<file path="src/rtl/core/dpf_pkg.sv">
// Package with shared constants, types and command/status structs for the factorizer.
`timescale 1ns / 1ps

package dpf_pkg;

    // Width of the value to factor and of each emitted factor.
    localparam int N_WIDTH     = 32;
    // Upper bound on factors emitted for one value.
    localparam int MAX_RESULTS = 9;
    localparam int CNT_W       = $clog2(MAX_RESULTS + 1);
    localparam int DIV_CNT_W   = $clog2(N_WIDTH + 1);
    // Input and output data buses are padded to whole bytes.
    localparam int TDATA_W     = ((N_WIDTH + 7) / 8) * 8;

    // Source of the factor handed to the pending register.
    typedef enum logic [1:0] {
        EMIT_ONE = 2'd0,
        EMIT_TWO = 2'd1,
        EMIT_D   = 2'd2,
        EMIT_REM = 2'd3
    } t_emit_sel;

    // Commands from the controller to the datapath.
    typedef struct packed {
        logic      load;
        logic      shift;
        logic      emit;
        t_emit_sel emit_sel;
        logic      rem_q;
        logic      d_inc;
        logic      div_start;
        logic      flush;
    } t_cmd;

    // Status from the datapath to the controller.
    typedef struct packed {
        logic rem_zero;
        logic rem_one;
        logic rem_even;
        logic rem_gt2;
        logic div_busy;
        logic div_done;
        logic d_gt_q;
        logic r_zero;
        logic pend_v;
        logic can_emit;
        logic cap_next;
    } t_sts;

endpackage

</file>
<file path="src/rtl/core/dpf_div.sv">
// Restoring divider that produces one quotient bit per cycle.
`timescale 1ns / 1ps

module dpf_div (
    input  logic                        i_clk,
    input  logic                        i_rst_n,
    input  logic                        i_start,
    input  logic [dpf_pkg::N_WIDTH-1:0] i_dividend,
    input  logic [dpf_pkg::N_WIDTH-1:0] i_divisor,
    output logic                        o_busy,
    output logic                        o_done,
    output logic [dpf_pkg::N_WIDTH-1:0] o_quotient,
    output logic [dpf_pkg::N_WIDTH-1:0] o_remainder
);
    import dpf_pkg::*;

    logic                 r_busy;
    logic                 r_done;
    logic [DIV_CNT_W-1:0] r_cnt;
    logic [N_WIDTH-1:0]   r_acc;
    logic [N_WIDTH-1:0]   r_q;
    logic [N_WIDTH-1:0]   r_dvs;
    logic [N_WIDTH:0]     trial;
    logic [N_WIDTH:0]     diff;

    // Bring down the next dividend bit and try to subtract the divisor.
    assign trial = {r_acc, r_q[N_WIDTH-1]};
    assign diff  = trial - {1'b0, r_dvs};

    always_ff @(posedge i_clk) begin
        if (!i_rst_n) begin
            r_busy <= 1'b0;
            r_done <= 1'b0;
            r_cnt  <= '0;
        end else if (i_start) begin
            r_busy <= 1'b1;
            r_done <= 1'b0;
            r_cnt  <= '0;
        end else if (r_busy) begin
            r_cnt <= r_cnt + DIV_CNT_W'(1);
            if (r_cnt == DIV_CNT_W'(N_WIDTH - 1)) begin
                r_busy <= 1'b0;
                r_done <= 1'b1;
            end
        end
    end

    always_ff @(posedge i_clk) begin
        if (i_start) begin
            r_acc <= '0;
            r_q   <= i_dividend;
            r_dvs <= i_divisor;
        end else if (r_busy) begin
            if (!diff[N_WIDTH]) begin
                r_acc <= diff[N_WIDTH-1:0];
                r_q   <= {r_q[N_WIDTH-2:0], 1'b1};
            end else begin
                r_acc <= trial[N_WIDTH-1:0];
                r_q   <= {r_q[N_WIDTH-2:0], 1'b0};
            end
        end
    end

    assign o_busy      = r_busy;
    assign o_done      = r_done;
    assign o_quotient  = r_q;
    assign o_remainder = r_acc;

endmodule

</file>
<file path="src/rtl/core/dpf_dpath.sv">
// Datapath: remaining value, trial divisor, divider, pending factor and output register.
`timescale 1ns / 1ps

module dpf_dpath (
    input  logic                        i_clk,
    input  logic                        i_rst_n,
    input  dpf_pkg::t_cmd               i_cmd,
    output dpf_pkg::t_sts               o_sts,
    input  logic [dpf_pkg::N_WIDTH-1:0] i_value,
    output logic                        o_m_tvalid,
    input  logic                        i_m_tready,
    output logic [dpf_pkg::TDATA_W-1:0] o_m_tdata,
    output logic                        o_m_tlast
);
    import dpf_pkg::*;

    logic [N_WIDTH-1:0] r_rem;
    logic [N_WIDTH-1:0] r_d;
    logic [N_WIDTH-1:0] r_pend;
    logic               r_pend_v;
    logic [CNT_W-1:0]   r_cnt;
    logic               r_out_v;
    logic [N_WIDTH-1:0] r_out_data;
    logic               r_out_last;

    logic [N_WIDTH-1:0] quotient;
    logic [N_WIDTH-1:0] remainder;
    logic               div_busy;
    logic               div_done;
    logic [N_WIDTH-1:0] emit_val;
    logic               out_free;
    logic               push;

    dpf_div u_div (
        .i_clk       (i_clk),
        .i_rst_n     (i_rst_n),
        .i_start     (i_cmd.div_start),
        .i_dividend  (r_rem),
        .i_divisor   (r_d),
        .o_busy      (div_busy),
        .o_done      (div_done),
        .o_quotient  (quotient),
        .o_remainder (remainder)
    );

    always_comb begin
        unique case (i_cmd.emit_sel)
            EMIT_ONE: emit_val = N_WIDTH'(1);
            EMIT_TWO: emit_val = N_WIDTH'(2);
            EMIT_D:   emit_val = r_d;
            EMIT_REM: emit_val = r_rem;
            default:  emit_val = r_rem;
        endcase
    end

    assign out_free = !r_out_v || i_m_tready;
    // The pending factor moves out when a newer one arrives or the run ends.
    assign push     = (i_cmd.emit && r_pend_v) || i_cmd.flush;

    always_ff @(posedge i_clk) begin
        if (i_cmd.load) begin
            r_rem <= i_value;
            r_d   <= N_WIDTH'(3);
        end else begin
            if (i_cmd.shift) begin
                r_rem <= r_rem >> 1;
            end else if (i_cmd.rem_q) begin
                r_rem <= quotient;
            end
            if (i_cmd.d_inc) begin
                r_d <= r_d + N_WIDTH'(2);
            end
        end
        if (i_cmd.emit) begin
            r_pend <= emit_val;
        end
        if (push) begin
            r_out_data <= r_pend;
            r_out_last <= i_cmd.flush;
        end
    end

    always_ff @(posedge i_clk) begin
        if (!i_rst_n) begin
            r_pend_v <= 1'b0;
            r_cnt    <= '0;
            r_out_v  <= 1'b0;
        end else begin
            if (i_cmd.load) begin
                r_pend_v <= 1'b0;
                r_cnt    <= '0;
            end else if (i_cmd.emit) begin
                r_pend_v <= 1'b1;
                r_cnt    <= r_cnt + CNT_W'(1);
            end else if (i_cmd.flush) begin
                r_pend_v <= 1'b0;
            end
            if (push) begin
                r_out_v <= 1'b1;
            end else if (r_out_v && i_m_tready) begin
                r_out_v <= 1'b0;
            end
        end
    end

    assign o_sts.rem_zero = (r_rem == '0);
    assign o_sts.rem_one  = (r_rem == N_WIDTH'(1));
    assign o_sts.rem_even = !r_rem[0];
    assign o_sts.rem_gt2  = (r_rem > N_WIDTH'(2));
    assign o_sts.div_busy = div_busy;
    assign o_sts.div_done = div_done;
    assign o_sts.d_gt_q   = (r_d > quotient);
    assign o_sts.r_zero   = (remainder == '0);
    assign o_sts.pend_v   = r_pend_v;
    assign o_sts.can_emit = !r_pend_v || out_free;
    assign o_sts.cap_next = (r_cnt == CNT_W'(MAX_RESULTS - 1));

    assign o_m_tvalid = r_out_v;
    assign o_m_tdata  = TDATA_W'(r_out_data);
    assign o_m_tlast  = r_out_last;

endmodule

</file>
<file path="src/rtl/core/dpf_ctrl.sv">
// Controller state machine that sequences trial division and factor output.
`timescale 1ns / 1ps

module dpf_ctrl (
    input  logic          i_clk,
    input  logic          i_rst_n,
    input  logic          i_s_tvalid,
    output logic          o_s_tready,
    input  dpf_pkg::t_sts i_sts,
    output dpf_pkg::t_cmd o_cmd
);
    import dpf_pkg::*;

    typedef enum logic [6:0] {
        S_IDLE   = 7'b0000001,
        S_START  = 7'b0000010,
        S_STRIP  = 7'b0000100,
        S_DSTART = 7'b0001000,
        S_DIV    = 7'b0010000,
        S_CHECK  = 7'b0100000,
        S_FINAL  = 7'b1000000
    } t_state;

    // Flushing shares the idle-bound path through a separate flag.
    t_state r_state, n_state;
    logic   r_dout, n_dout;
    logic   r_flush, n_flush;

    always_ff @(posedge i_clk) begin
        if (!i_rst_n) begin
            r_state <= S_IDLE;
            r_dout  <= 1'b0;
            r_flush <= 1'b0;
        end else begin
            r_state <= n_state;
            r_dout  <= n_dout;
            r_flush <= n_flush;
        end
    end

    assign o_s_tready = (r_state == S_IDLE) && !r_flush;

    always_comb begin
        n_state = r_state;
        n_dout  = r_dout;
        n_flush = r_flush;
        o_cmd   = '0;
        o_cmd.emit_sel = EMIT_D;

        if (r_flush) begin
            // The last pending factor leaves with the end-of-run mark.
            if (!i_sts.pend_v) begin
                n_flush = 1'b0;
                n_state = S_IDLE;
            end else if (i_sts.can_emit) begin
                o_cmd.flush = 1'b1;
                n_flush     = 1'b0;
                n_state     = S_IDLE;
            end
        end else begin
            unique case (r_state)
                S_IDLE: begin
                    if (i_s_tvalid) begin
                        o_cmd.load = 1'b1;
                        n_dout     = 1'b0;
                        n_state    = S_START;
                    end
                end
                S_START: begin
                    if (i_sts.rem_zero) begin
                        n_state = S_IDLE;
                    end else if (i_sts.rem_one) begin
                        o_cmd.emit     = 1'b1;
                        o_cmd.emit_sel = EMIT_ONE;
                        n_flush        = 1'b1;
                    end else if (i_sts.rem_even) begin
                        o_cmd.emit     = 1'b1;
                        o_cmd.emit_sel = EMIT_TWO;
                        n_state        = S_STRIP;
                    end else begin
                        n_state = S_DSTART;
                    end
                end
                S_STRIP: begin
                    if (i_sts.rem_even) begin
                        o_cmd.shift = 1'b1;
                    end else begin
                        n_state = S_DSTART;
                    end
                end
                S_DSTART: begin
                    o_cmd.div_start = 1'b1;
                    n_state         = S_DIV;
                end
                S_DIV: begin
                    if (i_sts.div_done) begin
                        n_state = S_CHECK;
                    end
                end
                S_CHECK: begin
                    if (r_dout) begin
                        if (i_sts.r_zero) begin
                            o_cmd.rem_q = 1'b1;
                        end else begin
                            o_cmd.d_inc = 1'b1;
                            n_dout      = 1'b0;
                        end
                        n_state = S_DSTART;
                    end else if (i_sts.d_gt_q) begin
                        n_state = S_FINAL;
                    end else if (i_sts.r_zero) begin
                        if (i_sts.can_emit) begin
                            o_cmd.emit     = 1'b1;
                            o_cmd.emit_sel = EMIT_D;
                            o_cmd.rem_q    = 1'b1;
                            n_dout         = 1'b1;
                            if (i_sts.cap_next) begin
                                n_flush = 1'b1;
                            end else begin
                                n_state = S_DSTART;
                            end
                        end
                    end else begin
                        o_cmd.d_inc = 1'b1;
                        n_state     = S_DSTART;
                    end
                end
                S_FINAL: begin
                    if (!i_sts.rem_gt2) begin
                        n_flush = 1'b1;
                    end else if (i_sts.can_emit) begin
                        o_cmd.emit     = 1'b1;
                        o_cmd.emit_sel = EMIT_REM;
                        n_flush        = 1'b1;
                    end
                end
                default: begin
                    n_state = S_IDLE;
                end
            endcase
        end
    end

endmodule

</file>
<file path="src/rtl/core/distinct_prime_factors_top.sv">
// Top level of the trial-division distinct prime factorizer.
`timescale 1ns / 1ps

//  Channel  | Direction | Payload                         | Transaction
//  ---------+-----------+---------------------------------+-------------------------------
//  s (in)   | input     | tdata[31:0] = value             | one integer to factor
//  m (out)  | output    | tdata[31:0] = factor, tlast     | one distinct prime (or 1), ascending
//
// One value is worked on at a time. Each trial divisor costs one pass of the
// shared bit-serial divider, and so does each time a factor is divided out;
// trailing zero bits are shifted off one at a time before that. Reset is
// synchronous and active low; it returns the controller to idle and drops any
// pending or presented factor. A stalled output only holds the block when a
// new factor must move into the full output register.

module distinct_prime_factors_top (
    input  logic                        i_clk,
    input  logic                        i_rst_n,
    input  logic                        i_s_tvalid,
    output logic                        o_s_tready,
    input  logic [dpf_pkg::TDATA_W-1:0] i_s_tdata,   // [31:0] value
    output logic                        o_m_tvalid,
    input  logic                        i_m_tready,
    output logic [dpf_pkg::TDATA_W-1:0] o_m_tdata,   // [31:0] factor
    output logic                        o_m_tlast
);
    import dpf_pkg::*;

    t_cmd cmd;
    t_sts sts;

    // The controller decides each step; the datapath holds every value.
    dpf_ctrl u_ctrl (
        .i_clk      (i_clk),
        .i_rst_n    (i_rst_n),
        .i_s_tvalid (i_s_tvalid),
        .o_s_tready (o_s_tready),
        .i_sts      (sts),
        .o_cmd      (cmd)
    );

    // The factor found last is held back one step so that the final factor
    // can carry tlast once the search is known to be over.
    dpf_dpath u_dpath (
        .i_clk      (i_clk),
        .i_rst_n    (i_rst_n),
        .i_cmd      (cmd),
        .o_sts      (sts),
        .i_value    (i_s_tdata[N_WIDTH-1:0]),
        .o_m_tvalid (o_m_tvalid),
        .i_m_tready (i_m_tready),
        .o_m_tdata  (o_m_tdata),
        .o_m_tlast  (o_m_tlast)
    );

`ifndef SYNTHESIS
    // A new value is only taken once the previous run has left nothing pending.
    a_accept_clean: assert property (@(posedge i_clk) disable iff (!i_rst_n)
        o_s_tready |-> !sts.pend_v)
        else $error("input accepted while a factor is still pending");

    // The divider is never restarted in the middle of a division.
    a_div_no_restart: assert property (@(posedge i_clk) disable iff (!i_rst_n)
        cmd.div_start |-> !sts.div_busy)
        else $error("divider restarted while busy");

    // A presented factor is never zero.
    a_factor_nonzero: assert property (@(posedge i_clk) disable iff (!i_rst_n)
        o_m_tvalid |-> (o_m_tdata != '0))
        else $error("zero factor presented");

    // A flush always has a pending factor and room in the output register.
    a_flush_room: assert property (@(posedge i_clk) disable iff (!i_rst_n)
        cmd.flush |-> (sts.pend_v && sts.can_emit))
        else $error("flush without pending factor or output room");
`endif

endmodule

</file>
<file path="config.mk">
export PLATFORM = sky130hd
export DESIGN_NAME = distinct_prime_factors_top
export DESIGN_NICKNAME = d
export VERILOG_FILES = /design/src/rtl/core/dpf_pkg.sv /design/src/rtl/core/dpf_div.sv /design/src/rtl/core/dpf_dpath.sv /design/src/rtl/core/dpf_ctrl.sv /design/src/rtl/core/distinct_prime_factors_top.sv
export SDC_FILE = /design/constraint.sdc
export NUM_CORES = 1
export LEC_CHECK = 0
export BUFFER_PORTS_ARGS = -buffer_cell sky130_fd_sc_hd__buf_4
export CAP_MARGIN = 10
export CORE_ASPECT_RATIO = 1.25
export CORE_MARGIN = 2
export CORE_UTILIZATION = 39
export DETAILED_ROUTE_END_ITERATION = 6
export PLACE_DENSITY = 0.58
export SLEW_MARGIN = 30
export SYNTH_ARGS = -nofsm -noshare
export SYNTH_HDL_FRONTEND = slang
export SYNTH_HIERARCHICAL = 1
export SYNTH_SLANG_ARGS = --single-unit
</file>
<file path="constraint.sdc">
create_clock -name i_clk -period 7.6 [get_ports i_clk]
set_input_delay 0.76 -clock i_clk [delete_from_list [all_inputs] [get_ports i_clk]]
set_output_delay 0.76 -clock i_clk [all_outputs]
set_load 0.05 [all_outputs]
</file>
# Word level (Yosys, flattened, before mapping)
# Index checks and enable logic that the tools add are counted.
# W data, S select, Z words.
word_totals:
  inputBits: 36
  reg_bits: 248
  output_inout_bits: 35
classes:
  bitwise_logic: 2
  muxes: 70
  n_lt_le_gt_ge: 2
  addsub: 4
  n_reduce_logical: 22
  n_eq_ne: 22
ops:
  columns: ["operator", "count"]
  rows:
  - ["$mux W32", 6]
  - ["$pmux W32 S4", 1]
  - ["$mux W7", 13]
  - ["$logic_not A32 Y1", 2]
  - ["$pmux W7 S7", 1]
  - ["$mux W1", 33]
  - ["$sub A33 B32 Y33", 1]
  - ["$add A32 B2 Y32 const B", 1]
  - ["$eq A32 B1 Y1 const B", 1]
  - ["$gt A32 B2 Y1 const B", 1]
  - ["$gt A32 B32 Y1", 1]
  - ["$mux W3", 6]
  - ["$mux W4", 3]
  - ["$ne A6 B4 Y1 const B", 2]
  - ["$pmux W3 S3", 1]
  - ["$mux W8", 1]
  - ["$reduce_and A8 Y1", 1]
  - ["$reduce_bool A2 Y1", 4]
  - ["$eq A7 B1 Y1 const B", 1]
  - ["$eq A7 B2 Y1 const B", 1]
  - ["$eq A7 B3 Y1 const B", 1]
  - ["$eq A7 B4 Y1 const B", 1]
  - ["$eq A7 B5 Y1 const B", 1]
  - ["$eq A7 B6 Y1 const B", 1]
  - ["other kinds (26)", 37]

# Longest topological paths before layout
# Gate-level depths: netlist (run 1).
depth:
  ltp_word: 12
  mapped_depth: 16

# Hierarchy
# The synthesis (run 1) kept the hierarchy.
by_module_without_submodules:
  columns: ["module", "cells_per_inst", "area_per_inst_um2", "instances"]
  rows:
  - ["dpf_dpath", 601, 6638.9, 1]
  - ["dpf_div", 589, 5896.9, 1]
  - ["dpf_ctrl", 119, 885.8, 1]

# Worst setup path before layout (run 1)
# Ideal clock, no wire load.
synth_timing:
  path_type: "reg-to-reg"
  startpoint: "register u_dpath.u_div.r_q[22] (netlist: u_dpath/u_div/o_quotient[22])"
  endpoint: "register u_dpath.r_out_data[0] (netlist: u_dpath/o_m_tdata[0]) (enable)"
  path_slack_ns: 3.279
  t_arrival_ns: 3.930
  path_stages_with_launch: 14
  required_ns: 7.209
  path_buffers: 1
  path_cell_list: "edfxtp_1 inv_1 ha_1 nand4_1 nor4_1 nand2_1 nor4_1 a21oi_1 nor2b_1 and4bb_2 o31a_1 clkbuf_1 nand2_1 nand2_1"
synth_lines:
  columns: ["element", "line_no", "text"]
  rows:
  - ["start, declared", "dpf_div.sv:21", "logic [N_WIDTH-1:0] r_q;"]
  - ["start signal, assigned", "dpf_div.sv:51", "r_q <= i_dividend;"]
  - ["start signal, assigned", "dpf_div.sv:56", "r_q <= {r_q[N_WIDTH-2:0], 1'b1};"]
  - ["start signal, assigned", "dpf_div.sv:59", "r_q <= {r_q[N_WIDTH-2:0], 1'b0};"]
  - ["end signal, assigned", "dpf_dpath.sv:78", "r_out_data <= r_pend;"]
  - ["end, declared", "dpf_dpath.sv:23", "logic [N_WIDTH-1:0] r_out_data;"]

==> results of run 1 <==
==> power by group <==
group          switching, µW  total (µW)  leakage [µW]  internal, µW
Sequential              89.1        1600       0.00218          1510
Combinational            338         574       0.00301           236
Clock                    540        1290      0.000412           753
Total                    967        3460       0.00560          2500
==> critical path, delay by kind of cell, from the launching register on <==
kind,cells,cell delay (ps)
buf+inv,1,50
fa+ha+maj,1,320
xor+xnor,1,120
simple gates,10,3160
flops,1,370
compound gates,1,110
==> per-layer routing <==
layer | vias up | share of wire (%) | track usage, %
met4 | 0 | 2.1 | 5.33
met3 | 42 | 3.6 | 2.15
met5 | - | 0 | 0
met2 | 189 | 51 | 31.9
li1 | 4799 | - | -
met1 | 4706 | 43 | 22.5
==> flip-flops by register name, indices dropped and copies added (netlist names) <==
name,flops
u_dpath/o_m_tvalid,1
u_dpath/r_d,31
u_dpath/r_pend,32
u_ctrl/r_state,7
u_ctrl/r_dout,1
u_dpath/r_rem,32
u_dpath/o_m_tlast,1
u_dpath/o_m_tdata,32
u_dpath/u_div/r_dvs,32
u_ctrl/r_flush,1
u_dpath/u_div/o_busy,1
u_dpath/u_div/o_remainder,32
u_dpath/u_div/o_done,1
u_dpath/u_div/r_cnt,6
u_dpath/u_div/o_quotient,32
u_dpath/r_cnt,4
u_dpath/r_pend_v,1
==> per-stage QoR <==
stage | total power (µW) | cell area (µm²) | std cells | setup slack (ps) | util, %
floorplan | 2030 | 13400 | 1308 | 3280 | -
global placement | 2190 | 14300 | 1748 | 3030 | 42.4
detailed placement | 2190 | 14300 | 1748 | 2940 | 42.4
CTS | 3500 | 15100 | 1796 | 2910 | 45.0
global route | 3620 | 15200 | 1796 | 2810 | 45.0
finish | 3460 | 15200 | 1796 | 3330 | 45.0
==> path summary, 6_finish.rpt <==
check | start | endpoint | slack, ps | depth (start not counted)
max | u_dpath/u_div/o_quotient[23] | u_dpath/r_d[8] | 3330 | 14
min | u_dpath/r_pend[21] | u_dpath/o_m_tdata[21] | 410 | 0
max reg2reg | u_dpath/u_div/o_quotient[23] | u_dpath/r_d[8] | 3330 | 14
min reg2reg | u_dpath/r_pend[21] | u_dpath/o_m_tdata[21] | 410 | 0
==> area by class of cell <==
class	count	area (µm²)	area share (%)
clock inverter	18	181	1.20
clock buffer	30	687	4.53
multi-input combinational	917	6280	41.5
timing repair buffer	83	627	4.14
inverter	78	293	1.93
sequential	247	6560	43.3
tap	423	529	3.49
==> results_dict.tcl, run 1 <==
set metrics [dict create \
    outcome "finished clean" \
    antenna_found_initial 0 \
    die_h_um 211 \
    core_area_um2 33700 \
    maxSlewHeadroom_pct 38.9 \
    grt_max_degree 98 \
    cp-start-kind "flop" \
    route.detailed.drc 0 \
    die_x_um 170 \
    nFillCells 3162 \
    period_needed_ps 4270 \
    synth_cells 1308 \
    postSynthAreaPerCell_um2 10.3 \
    slew_violations 0 \
    setup.worst_path.end_class "flop" \
    tns_ps 0 \
    cts.sinks 247 \
    cts_hold_buf 0 \
    ioPinCount 71 \
    portBuffers 70 \
    syn_nets 1412 \
    required_ps 8000 \
    max-vdd-ir-drop_mv 0.171 \
    std_cell_rows 75 \
    start_util_pct 39.8 \
    drt_wl_total_um 32100 \
    maxCapViolCount 0 \
    track_usage_pct 17.8 \
    setup_violations 0 \
    root_buffer "clkbuf_16" \
    drive_above_1_share_pct 13.3 \
    fin_nets 1457 \
    cpPeakStageDelay_ps 650 \
    crit_chain "inv_1 > ha_1 > nand4_1 > nor4_1 > nand2_1 > nor4_1 > a21oi_1 > nor2b_1 > nor4_2 > nand4_1 > nor2_1 > and3_1 > xnor2_1 > nor2_1" \
    min_path_type "flop to flop" \
    num_vias 9736 \
    clkTransAtPathRegs_ps 60 \
    avgViaCountPerCell 5.42 \
    fin_crit_sh_pct 56.2 \
    powerDensity_nw_per_um2 229 \
    cts_tree "yes" \
    clockBufferDepth 3 \
    cp_max_fo 10 \
    worstSkewPairLatency_ps 540 \
    worst_pin_slew_ps 917 \
    cts_buffers 26 \
    max_freq_ghz 0.234 \
    p_leak_uw 0.00560 \
    cp.arrival_ps 4680 \
    first_pass_iters 5 \
    antenna_cells 0 \
    grt_pass1_wl_um 51000 \
    syn_area_um2 13400 \
    ys_warn_count 6 \
    cts-htree-levels 1 \
    cts_resized 0 \
    wl_per_cell_um 17.9 \
    die-area_um2 35900 \
    mostFrequentLayoutCell "edfxtp_1" \
    grt_overflow 0 \
    clock_skew_ps 7.96 \
    post_cts.repair.setup_buffers 0 \
    crit_slowest_cell "nor2_1" \
    final_cell_mix "161 x edfxtp_1, 142 x nand2_1, 105 x nor2_1" \
    rsz0062_at_grt "false" \
    crit_type "flop to flop" \
    gp_congestion 0.867 \
    first_global_vias 9565 \
    drt_iter0_drc 659 \
    antenna_left 0 \
    holdWs_ps 413 \
    dp_hpwl_um 22500 \
    areaGrowthSynthToFinish_pct 13.0 \
    hold_violations 0 \
]
No activity file was read; power rests on OpenSTA's default activity.
==> run 2, diff against run 1 <==
--- a/config.mk
+++ b/config.mk
@@ -11,7 +11,7 @@
 export CORE_MARGIN = 2
 export CORE_UTILIZATION = 39
 export DETAILED_ROUTE_END_ITERATION = 6
-export PLACE_DENSITY = 0.58
+export PLACE_DENSITY = 0.6
 export SLEW_MARGIN = 30
 export SYNTH_ARGS = -nofsm -noshare
 export SYNTH_HDL_FRONTEND = slang
==> constraint.sdc (replaced) <==
create_clock -name i_clk -period 3.44 [get_ports i_clk]
set_input_delay 0.344 -clock i_clk [delete_from_list [all_inputs] [get_ports i_clk]]
set_output_delay 0.344 -clock i_clk [all_outputs]
set_load 0.05 [all_outputs]
==> run 2 against run 1 <==
Against the previous run: clock power grew 140%; largest cell class unchanged; total power up 130%; first-iteration DRC count is 5.6% lower; combinational power increased by 140%; non-clock buffer count increased by 85; sequential share of layout area is 2.6 points lower; global-route usage grew 0.77 points; via count grew 3.4%; core utilization rose by 2.8 points; cell count grew 4.7%; maximum frequency increased by 26%.
==> results_dict.tcl, run 2 (synthesis results as in run 1) <==
set metrics [dict create \
    outcome "finished clean" \
    crit_chain "inv_1 > ha_4 > nand4_1 > nor2_1 > a221oi_2 > buf_4 > a41o_1 > a21oi_2 > nor2b_4 > nor4_4 > nand4_1 > or4_4 > or3_4 > a21oi_2" \
    max_freq_ghz 0.295 \
    antenna_left 0 \
    std_cell_rows 75 \
    cts_tree "yes" \
    clkTransAtPathRegs_ps 60 \
    cts_hold_buf 0 \
    holdWs_ps 70.5 \
    areaGrowthSynthToFinish_pct 20.1 \
    register_area_um2 6560 \
    worst_pin_slew_ps 623 \
    grt_pass1_wl_um 53200 \
    cp.arrival_ps 3860 \
    cp_max_fo 6 \
    crit_slowest_cell "or4_4" \
    worstSkewPairLatency_ps 550 \
    multi_input_area_um2 6430 \
    root_buffer "clkbuf_16" \
    layout.cells.non_filler 1881 \
    place_area_um2 15000 \
    route.detailed.drc 0 \
    period_needed_ps 3390 \
    cts-htree-levels 1 \
    fin_crit_sh_pct 98.5 \
    drt_wl_total_um 33300 \
    drive_above_1_share_pct 19.8 \
    setup.worst_path.end_class "flop" \
    rsz0062_at_grt "true" \
    total_power_uw 8000 \
    placed_cells 1829 \
    crit_type "flop to flop" \
    start_util_pct 39.8 \
    ioPinCount 71 \
    max-vdd-ir-drop_mv 0.400 \
    clockBufferDepth 3 \
    first_pass_iters 5 \
    clock_skew_ps 9.88 \
    die_h_um 211 \
    grt_overflow 0 \
    hold_violations 0 \
    cpPeakStageDelay_ps 620 \
    drt_iter0_drc 622 \
    cts_buffers 26 \
    final_cell_mix "161 x buf_4, 161 x edfxtp_1, 141 x nand2_1" \
    portBuffers 70 \
    track_usage_pct 18.6 \
    tns_ps 0 \
    antenna_found_initial 0 \
    grt_max_degree 52 \
    cts.sinks 247 \
    num_vias 10100 \
    p_leak_uw 0.00612 \
    core_area_um2 33700 \
    maxSlewHeadroom_pct 58.5 \
    cp-start-kind "flop" \
    dp_hpwl_um 24400 \
    nFillCells 3050 \
    fin_nets 1542 \
    die-area_um2 35900 \
    avgViaCountPerCell 5.35 \
    maxCapViolCount 0 \
    slew_violations 0 \
    wl_per_cell_um 17.7 \
    setup_violations 0 \
    antenna_cells 0 \
    first_global_vias 9959 \
    gp_congestion 0.863 \
    design_area_um2 16100 \
    powerDensity_nw_per_um2 497 \
    required_ps 3920 \
    min_path_type "input port to flop" \
    die_x_um 170 \
]
==> run 2: cell count changes in the layout (fill, tap and decap cells not counted), moves of 3 or more <==
cell        previous run  this run
a21oi_1               59        55
a21oi_2                1         5
buf_12                 0         6
buf_4                 82       161
bufinv_16              3         6
clkbuf_8               0         3
clkinvlp_4             5         2
ha_1                  67        64
ha_4                   0         3
==> run 2: critical path, delay by kind of cell, from the launching register on <==
kind	cells	cell delay, ps
simple gates	7	1750
fa+ha+maj	1	210
flops	1	390
buf+inv	2	260
compound gates	4	710
==> run 2: per-stage QoR <==
step,util [%],setup WS (ps)
after CTS,47.3,11.0
after global placement,44.4,84.9
after detailed placement,44.4,-56.5
after floorplan,-,59.4
after global routing,47.8,-107
final,47.8,50.8
==> run 2: metal layers <==
| metal | vias to the layer above | GRT usage (%) | share of wire, % |
|---|---|---|---|
| li1 | 4993 | - | - |
| met1 | 4848 | 23.8 | 44 |
| met2 | 177 | 32.8 | 50 |
| met3 | 50 | 2.19 | 3.4 |
| met4 | 0 | 5.89 | 2.4 |
| met5 | - | 0 | 0 |
==> run 2: path summary, 6_finish.rpt <==
kind	from	to	slack, ps	cells after the start
min	i_s_tdata[14]	u_dpath/r_rem[14]	70	3
min reg2reg	u_dpath/r_pend[29]	u_dpath/o_m_tdata[29]	420	0
max reg2reg	u_dpath/u_div/o_quotient[22]	u_dpath/r_d[15]	50	14
max	u_dpath/u_div/o_quotient[22]	u_dpath/r_d[15]	50	14
==> run 2: timing repair <==
| item | CTS | global route |
|---|---|---|
| buffers inserted | 0 | 4 |
| endpoints found under the setup margin | 4 | 74 |
| cloned | 0 | 0 |
| resized for setup | 1 | 27 |
| pin swaps | 0 | 15 |
==> run 2: power breakdown <==
part | total [µW] | internal, µW | switching (µW)
clock | 3130 | 1940 | 1190
combinational | 1350 | 556 | 798
sequential | 3520 | 3330 | 184
==> run 2: final cells by class <==
type | count | area share (%)
Sequential cell | 247 | 40.7
Multi-Input combinational cell | 917 | 39.9
Timing Repair Buffer | 168 | 8.32
Clock buffer | 33 | 4.52
Tap cell | 423 | 3.29
Inverter | 78 | 1.82
Clock inverter | 15 | 1.44
==> run 3, diff against run 2 <==
--- a/config.mk
+++ b/config.mk
@@ -8,7 +8,7 @@
 export BUFFER_PORTS_ARGS = -buffer_cell sky130_fd_sc_hd__buf_4
 export CAP_MARGIN = 10
 export CORE_ASPECT_RATIO = 1.25
-export CORE_MARGIN = 2
+export CORE_MARGIN = 5
 export CORE_UTILIZATION = 39
 export DETAILED_ROUTE_END_ITERATION = 6
 export PLACE_DENSITY = 0.6
==> run 3 against run 2 <==
Against the previous run: final area grew 0.51%; routed wire length grew 1.1%; die area increased by 6.5%; largest power group unchanged.
==> results_dict.tcl, run 3 (synthesis results as in run 1) <==
set metrics [dict create \
    outcome "finished clean" \
    min_path_type "input port to flop" \
    antenna_left 0 \
    cp.arrival_ps 3870 \
    die-area_um2 38200 \
    clkTransAtPathRegs_ps 60 \
    whs_path_depth 3 \
    required_ps 3920 \
    antenna_found_initial 0 \
    die_x_um 176 \
    p_leak_uw 0.00612 \
    drt_wl_total_um 33700 \
    route.detailed.drc 0 \
    cts_buffers 26 \
    r2r_cells 15 \
    fin_crit_sh_pct 98.7 \
    slew_violations 0 \
    first_global_vias 10100 \
    placed_cells 1824 \
    cts.sinks 247 \
    worstSkewPairLatency_ps 540 \
    clockBufferDepth 3 \
    cts_tree "yes" \
    grt_overflow 0 \
    die_h_um 217 \
    r2r_start "u_dpath/u_div/o_quotient[16]" \
    drive_above_1_share_pct 20.4 \
    avgViaCountPerCell 5.38 \
    grt_max_degree 97 \
    root_buffer "clkbuf_16" \
    crit_type "flop to flop" \
    cp_max_fo 6 \
    start_util_pct 39.2 \
    setup.worst_path.end_class "flop" \
    dp_hpwl_um 24500 \
    gp_congestion 0.897 \
    total_power_uw 7970 \
    design_area_um2 16200 \
    maxSlewHeadroom_pct 53.1 \
    final_cell_mix "161 x edfxtp_1, 157 x buf_4, 140 x nand2_1" \
    first_pass_iters 5 \
    cts-htree-levels 1 \
    final_core_util_pct 47.3 \
    mostFrequentLayoutCell "edfxtp_1" \
    layout.cells.non_filler 1887 \
    holdWs_ps 79.6 \
    period_needed_ps 3400 \
    portBuffers 70 \
    max_freq_ghz 0.294 \
    num_vias 10200 \
    setup_violations 0 \
    drt_iter0_drc 629 \
    std_cell_rows 76 \
    powerDensity_nw_per_um2 492 \
    hold_violations 0 \
    max-vdd-ir-drop_mv 0.388 \
    wl_per_cell_um 17.8 \
    clock_skew_ps 15.0 \
    fin_nets 1542 \
    ioPinCount 71 \
    track_usage_pct 17.1 \
    grt_pass1_wl_um 53300 \
    rsz0062_at_grt "true" \
    worstHoldStart "i_s_tdata[30]" \
    worst_pin_slew_ps 702 \
    core_area_um2 34200 \
    cp-startpoint "u_dpath/u_div/o_quotient[16]" \
    maxCapViolCount 0 \
    areaGrowthSynthToFinish_pct 20.7 \
    place_area_um2 14900 \
    cts_hold_buf 0 \
    cp-start-kind "flop" \
    antenna_cells 0 \
]
[run 3: changes by cell type in the layout (fill, tap and decap cells not counted), sizes merged]
cell,before,now
clkinvlp,2,1
clkinv,7,6
inv,78,79
clkbuf,33,34
[run 3: layout make-up]
type	count	area (µm²)
Clock buffer	34	712
Timing Repair Buffer	168	1370
Multi-Input combinational cell	917	6490
Fill cell	3171	18000
Clock inverter	14	230
Tap cell	429	537
Sequential cell	247	6560
Inverter	78	293
[run 3: routing by layer]
metal	share of wire, %	wire, µm	GRT usage (%)
met1	43	14600	21.9
met3	3.7	1260	1.79
met2	51	17200	30.9
met4	1.9	650	4.37
met5	0	0	0
[run 3: worst paths after layout]
kind                                              end  slack, ps
worst min-delay path                u_dpath/r_rem[30]         80
worst min register to register  u_dpath/o_m_tdata[11]        410
worst max register to register        u_dpath/r_d[15]         40
worst max-delay path                  u_dpath/r_d[15]         40
[run 3: what timing repair did]
item | in CTS | in global routing
endpoints found under the setup margin | 4 | 134
endpoints found under the hold margin | 0 | 0
gates resized for setup | 2 | 37
pin swaps | 0 | 15
gates cloned | 0 | 1
setup buffers | 0 | 14
[run 3: stage by stage]
step	TNS, ps	setup slack, ps
after global placement	0	105
after global routing	-270	-91.1
final	0	44.3
after detailed placement	-331	-118
after CTS	0	28.8
after floorplan	0	59.4
[run 3: power by group]
group | switching [µW] | leakage (µW) | internal (µW) | total, µW
clock | 1180 | 0.000460 | 1910 | 3090
sequential | 193 | 0.00218 | 3330 | 3520
combinational | 786 | 0.00348 | 564 | 1350
total | 2160 | 0.00612 | 5810 | 7970
[run 3: worst max-delay path: stages, from the launching register on]
cell and delay, ps:
edfxtp_1 380, inv_1 120, ha_4 210, nand4_1 120, buf_4 130, nor2_2 40
a221oi_2 270, buf_4 160, a41o_1 160, a21oi_2 70, nor2b_4 150, nor4_4 240
nand4_1 180, or4_4 610, or3_4 380, a21oi_2 110
